===== config.mk =====
export PLATFORM = sky130hd
export DESIGN_NAME = hwrm_div
export DESIGN_NICKNAME = d
export VERILOG_FILES = /design/src/rtl/hdr_weighted_radiance_merge_defines.svh /design/src/rtl/hwrm_pkg.sv /design/src/rtl/hwrm_div.sv
export SDC_FILE = /design/constraint.sdc
export NUM_CORES = 1
export LEC_CHECK = 0
export ABC_AREA = 1
export BUFFER_PORTS_ARGS = -buffer_cell sky130_fd_sc_hd__buf_4
export CORE_AREA = 2 2 172 191
export CTS_CLUSTER_DIAMETER = 120
export DETAILED_ROUTE_END_ITERATION = 8
export DIE_AREA = 0 0 174 193
export PLACE_DENSITY = 0.6
export SLEW_MARGIN = 10
export SYNTH_ARGS = -nofsm -noshare
export SYNTH_HDL_FRONTEND = slang
export SYNTH_SLANG_ARGS = --single-unit

===== constraint.sdc =====
create_clock -name clock -period 4.1 [get_ports clock]
set_input_delay 0.82 -clock clock [delete_from_list [all_inputs] [get_ports clock]]
set_output_delay 0.82 -clock clock [all_outputs]
set_load 0.05 [all_outputs]

===== src/rtl/hdr_weighted_radiance_merge_defines.svh =====
// Assertion macros for the weighted radiance merge block.
// Included by the RTL modules that carry concurrent checks.
`ifndef HDR_WEIGHTED_RADIANCE_MERGE_DEFINES_SVH
`define HDR_WEIGHTED_RADIANCE_MERGE_DEFINES_SVH
`ifndef SYNTHESIS
`define HWRM_ASSERT_NOW(lbl, clk, rst, ante, cons) \
   lbl: assert property (@(posedge clk) disable iff (rst) (ante) |-> (cons)) \
      else $error("assertion failed");
`define HWRM_ASSERT_NEXT(lbl, clk, rst, ante, cons) \
   lbl: assert property (@(posedge clk) disable iff (rst) (ante) |=> (cons)) \
      else $error("assertion failed");
`else
`define HWRM_ASSERT_NOW(lbl, clk, rst, ante, cons)
`define HWRM_ASSERT_NEXT(lbl, clk, rst, ante, cons)
`endif
`endif


===== src/rtl/hwrm_pkg.sv =====
// Shared constants and types of the weighted radiance merge block.
// No dependencies.
`default_nettype none
package hwrm_pkg;
   localparam int LEVELS    = 256;
   localparam int TBL_DEPTH = 256;
   localparam int ADDR_W    = 8;
   localparam int ENT_W     = 24;
   localparam int DVD_W     = 80;
   localparam int DSR_W     = 40;
   localparam int CNT_W     = 7;
   localparam logic [CNT_W-1:0] SAMPLE_STEPS = 7'd63;
   localparam logic [CNT_W-1:0] FINAL_STEPS  = 7'd47;
   localparam logic [15:0] LVL_CLAMP = 16'(LEVELS - 1);
   localparam logic [ADDR_W-1:0] ADDR_MAX = ADDR_W'(TBL_DEPTH - 1);

   typedef struct packed {
      logic              en;
      logic [ADDR_W-1:0] addr;
      logic [ENT_W-1:0]  weight;
      logic [ENT_W-1:0]  response;
   } tbl_wr_type;

   typedef struct packed {
      logic             start;
      logic [CNT_W-1:0] steps;
      logic [DSR_W-1:0] rem_init;
      logic [DVD_W-1:0] dividend;
      logic [DSR_W-1:0] divisor;
   } div_ctl_type;
endpackage
`default_nettype wire


===== src/rtl/hwrm_div.sv =====
// Restoring serial divider, one quotient bit per cycle.
// Depends on hwrm_pkg.
`default_nettype none
module hwrm_div (
   input  wire logic                          clock,
   input  wire logic                          reset,
   input  wire hwrm_pkg::div_ctl_type         ctl,
   output logic                               busy,
   output logic                               done,
   output logic [hwrm_pkg::DVD_W-1:0]         quotient
);
   logic [hwrm_pkg::DSR_W-1:0] rem_ff, rem_in, dsr_ff, dsr_in;
   logic [hwrm_pkg::DVD_W-1:0] sh_ff, sh_in;
   logic [hwrm_pkg::CNT_W-1:0] cnt_ff, cnt_in;
   logic                       busy_ff, busy_in;
   logic [hwrm_pkg::DSR_W:0]   rem_sh, rem_sub;

   always_comb begin
      rem_sh  = {rem_ff, sh_ff[hwrm_pkg::DVD_W-1]};
      rem_sub = rem_sh - {1'b0, dsr_ff};
      rem_in  = rem_ff;
      sh_in   = sh_ff;
      cnt_in  = cnt_ff;
      busy_in = busy_ff;
      dsr_in  = dsr_ff;
      if (ctl.start) begin
         rem_in  = ctl.rem_init;
         sh_in   = ctl.dividend;
         cnt_in  = ctl.steps;
         dsr_in  = ctl.divisor;
         busy_in = 1'b1;
      end else if (busy_ff) begin
         if (rem_sh >= {1'b0, dsr_ff}) begin
            rem_in = rem_sub[hwrm_pkg::DSR_W-1:0];
            sh_in  = {sh_ff[hwrm_pkg::DVD_W-2:0], 1'b1};
         end else begin
            rem_in = rem_sh[hwrm_pkg::DSR_W-1:0];
            sh_in  = {sh_ff[hwrm_pkg::DVD_W-2:0], 1'b0};
         end
         cnt_in = cnt_ff - 1'b1;
         if (cnt_ff == hwrm_pkg::CNT_W'(1)) begin
            busy_in = 1'b0;
         end
      end
   end

   always_ff @(posedge clock) begin
      if (reset) begin
         busy_ff <= 1'b0;
         cnt_ff  <= '0;
      end else begin
         busy_ff <= busy_in;
         cnt_ff  <= cnt_in;
      end
      rem_ff <= rem_in;
      sh_ff  <= sh_in;
      dsr_ff <= dsr_in;
   end

   assign busy     = busy_ff;
   assign done     = busy_ff && (cnt_ff == hwrm_pkg::CNT_W'(1));
   assign quotient = sh_ff;
endmodule
`default_nettype wire

==> impl_results.md <==
- Global Route met1 Usage: 0.237
- Reg power frac: 0.342
- Dpl cells: roughly 2,000
- Mapped Cells: roughly 1,400
- Worst-Margin Slew: approximately 0.86 ns
- Max incr delay on CP: around 0.40 ns
- Largest net degree at the start of global routing: 66
- Vias: just under 10,000
- # DRC: 0
- Pint: 0.00398 W
- Tot GR Track Use: 0.200
- Worst R2R Path Depth: 13
- # fillers: around 3,300
- HP Start: cnt_ff[5]
- GRT busiest layer: met2
- Layout cells sized above 1: 0.199
- Synthesized Nets: about 1,600
- Relative slew slack: 0.426
- Type of the tightest min-delay check: reg -> reg
- Status: complete, no violations
- H-tree depth: 4
- Min cycle time layout: approximately 2.8 ns
- Top_reg_cell synth: edfxtp_1
- Worst Hold Path EP: cnt_ff[5]
- Diodes inserted: 0
- Die ar.: 33,600 µm²
- Final net count: 1,861
- Synth warn: 0
- Initial DRT Pass Iterations: 6
- Post-synth ARST share: 0
- Die width: 174 µm
- Clk slew on worst S/H paths: roughly 0.08 ns
- Leakage: 6.85 nW
- DP HPWL: 26,100 µm
- Synthesized area: roughly 11,000 µm²
- Data required time of the worst path: 4.30 ns
- Die H: 193 µm
- CTS Buf Count: 17
- Reg-to-Reg End: rem_ff[28]
- Clock network fraction of total power: 0.241
- GPL Wtd Cong: between 0.9 and 1
- Internal reg-to-reg setup slack: between 1 and 1.5 ns
- CP cell instances: ha_1 > nand2_1 > nor2_1 > nand2_1 > nor2_1 > nand3_1 > nand2_1 > a21oi_4 > nand2_8 > buf_4 > nand3_1 > nand2_1 > nand2_1
- CTS tree: built
- Finished layout cell area: 13,500 µm²
- RSZ-0062 raised after global routing: no
- Element type at the critical path end: flip-flop
- Core footprint: 31,800 µm²
- Fin crit share: 0.675
- CP bufs+invs: 1
- Clk sinks: 168
- Reg2reg start: rem_ff[7]
- Worst Path Max Fanout: 41
- Worst Path Class, Setup: reg -> reg
- Count of state elements after synthesis: 168
- PostCTS Resize Cnt: 0
- Cell Rows: 69
- Max Clk Rate: 361 MHz
- Initial Util: 0.334
- Clk buf depth: 2
- # port buffers: between 200 and 300
- Worst Skew: 0.0196 ns
- Vias in the first global route: 9,735
- Critical Path Source: rem_ff[7]
- Peak VDD IR: 0.000258 V
- ANT nets after route: 0
- Worst hold path cell count: 2
- Critical path launch point type: flip-flop
- Met3 Use GR: 0.0563
- Register area share after synthesis: 0.468
- Area Overhead vs Synth: 27.4%
- Critical path's top delay family: simple AND/OR/NAND/NOR gates
- Switch Pwr: 0.00282 W
- Gate power share: 0.418
- Initial antenna violation count: 0
- Routed length per placed instance: 16.1 µm
- Clock Tree Root: clkbuf_16
- Max Cap Violations: 0
- Cell Count, Final, Fillers Out: ~2,100
- EDFF count, synth: 160
- Switching Fraction: 0.415
- Synth Area per Inst: 7.54 µm²
- Remaining Overflow, GRT: 0
- Slowest stage cell, crit path: edfxtp_1
- Final setup TNS: 0 ns
- Endpoints failing hold: 0
- Met2 Resource Use GR: 0.357
- Unique masters post-synth: 42
- Vias per cell: 4.64
- Final setup vio count: 0
- First-pass GRT wire length: 51,800 µm
- Io pins: ~250
- Hold_buf cts: 0
- # Post-CTS Setup Buffers: 0
- Final Max Slew Viols: 0
- CP dominant cell by count: nand2_1
- Initial drt markers: 514
- Dpl cell area: around 13,000 µm²
- Final core area utilization: 0.425
- Routed WL: 33,500 µm
- PwrDens: 503 nW/µm²
- Clk_lat worst skew: 0.45 ns
- CP Data Arrival Time: 2.97 ns
state kept, by name, indices dropped and copies added, names as in the netlist:
name      cells
busy          1
dsr_ff       40
quotient     80
cnt_ff        7
rem_ff       40
cell usage after synthesis, types with 6 or more instances:
library cell	n	area [µm²]
nand2_1	644	2420
nand3b_1	21	158
inv_2	9	33.8
nor2_1	84	315
o21bai_1	6	45.0
nand3_1	82	410
clkbuf_1	25	93.8
o21ai_0	15	75.1
o21ai_2	10	87.6
a21oi_1	33	165
edfxtp_1	160	4800
dfxtp_1	8	160
xnor2_1	21	184
inv_1	188	706
ha_1	42	526
nor3_1	11	55.1
per-stage QoR:
stage,power [W],hold slack [ns],setup slack [ns]
3_3_place_gp,0.00519,0.508,1.19
6_report,0.00680,0.525,1.33
4_1_cts,0.00685,0.527,1.32
5_1_grt,0.00725,0.530,1.08
2_1_floorplan,0.00437,0.470,0.335
3_5_place_dp,0.00520,0.511,1.13
logic make-up after synthesis:
group | after synthesis | synth area share
AOI/OAI and AO/OA | 77 | 0.0451
xor gates and xnor gates | 22 | 0.0182
adders and majority gates | 43 | 0.0514
buffers and inverters | 235 | 0.0868
DFF | 168 | 0.468
and+or+nand+nor | 861 | 0.331
metal layers:
metal	vias up	part of all wire
met3	27	0.079
met4	0	0.015
li1	4914	-
met1	4445	0.42
met5	-	0
met2	300	0.49
power groups by stage:
| stage | combinational (W) | clock [W] | sequential [W] |
|---|---|---|---|
| 4_1_cts | 0.00285 | 0.00167 | 0.00233 |
| 3_3_place_gp | 0.00283 | 0 | 0.00235 |
| 3_5_place_dp | 0.00284 | 0 | 0.00236 |
| 5_1_grt | 0.00317 | 0.00173 | 0.00235 |
| 2_1_floorplan | 0.00174 | 0 | 0.00262 |
| 6_report | 0.00284 | 0.00164 | 0.00232 |
placed cells by master, fill, tap and decap left out, types with 2 or more instances in the layout:
cell type	netlist	final
a21oi_1	33	33
a21oi_2	2	2
a31oi_1	5	5
buf_4	2	258
clkbuf_16	0	17
clkinv_4	0	2
clkinv_8	0	3
dfxtp_1	8	8
edfxtp_1	160	160
ha_1	42	42
inv_1	188	186
inv_2	9	9
inv_6	0	4
inv_8	0	4
nand2_1	644	644
nand2_2	4	4
nand3_1	82	82
nand3b_1	21	21
nand4_1	3	3
nor2_1	84	84
nor2_2	4	4
nor3_1	11	11
o21ai_0	15	15
o21ai_2	10	10
o21bai_1	6	6
or2_2	2	2
xnor2_1	21	21
area by class of cell:
| cell class | count | area (µm²) | share of cell area |
|---|---|---|---|
| Sequential cell | 168 | 4960 | 0.367 |
| Multi-Input combinational cell | 1003 | 4720 | 0.349 |
| Timing Repair Buffer | 260 | 1970 | 0.146 |
| Inverter | 198 | 747 | 0.0553 |
| Tap cell | 426 | 533 | 0.0394 |
| Clock buffer | 18 | 429 | 0.0317 |
| Clock inverter | 14 | 154 | 0.0114 |
worst register-to-register path: stages, from the launching register on:
cell,delay [ns]
edfxtp_1,0.40
ha_1,0.38
nand2_1,0.16
nor2_1,0.35
nand2_1,0.10
nor2_1,0.12
nand3_1,0.09
nand2_1,0.12
a21oi_4,0.08
nand2_8,0.24
buf_4,0.26
nand3_1,0.09
nand2_1,0.08
nand2_1,0.05
worst max path at each step:
| stage | to | cells after the start | slack, ns |
|---|---|---|---|
| after floorplan | cnt_ff[0] | 5 | 0.34 |
| after global placement | quotient[21] | 4 | 1.19 |
| after detailed placement | quotient[22] | 4 | 1.13 |
| after CTS | rem_ff[28] | 13 | 1.32 |
| after global routing | rem_ff[32] | 13 | 1.08 |
| final | rem_ff[28] | 13 | 1.33 |
No activity file was read; power rests on OpenSTA's default activity.
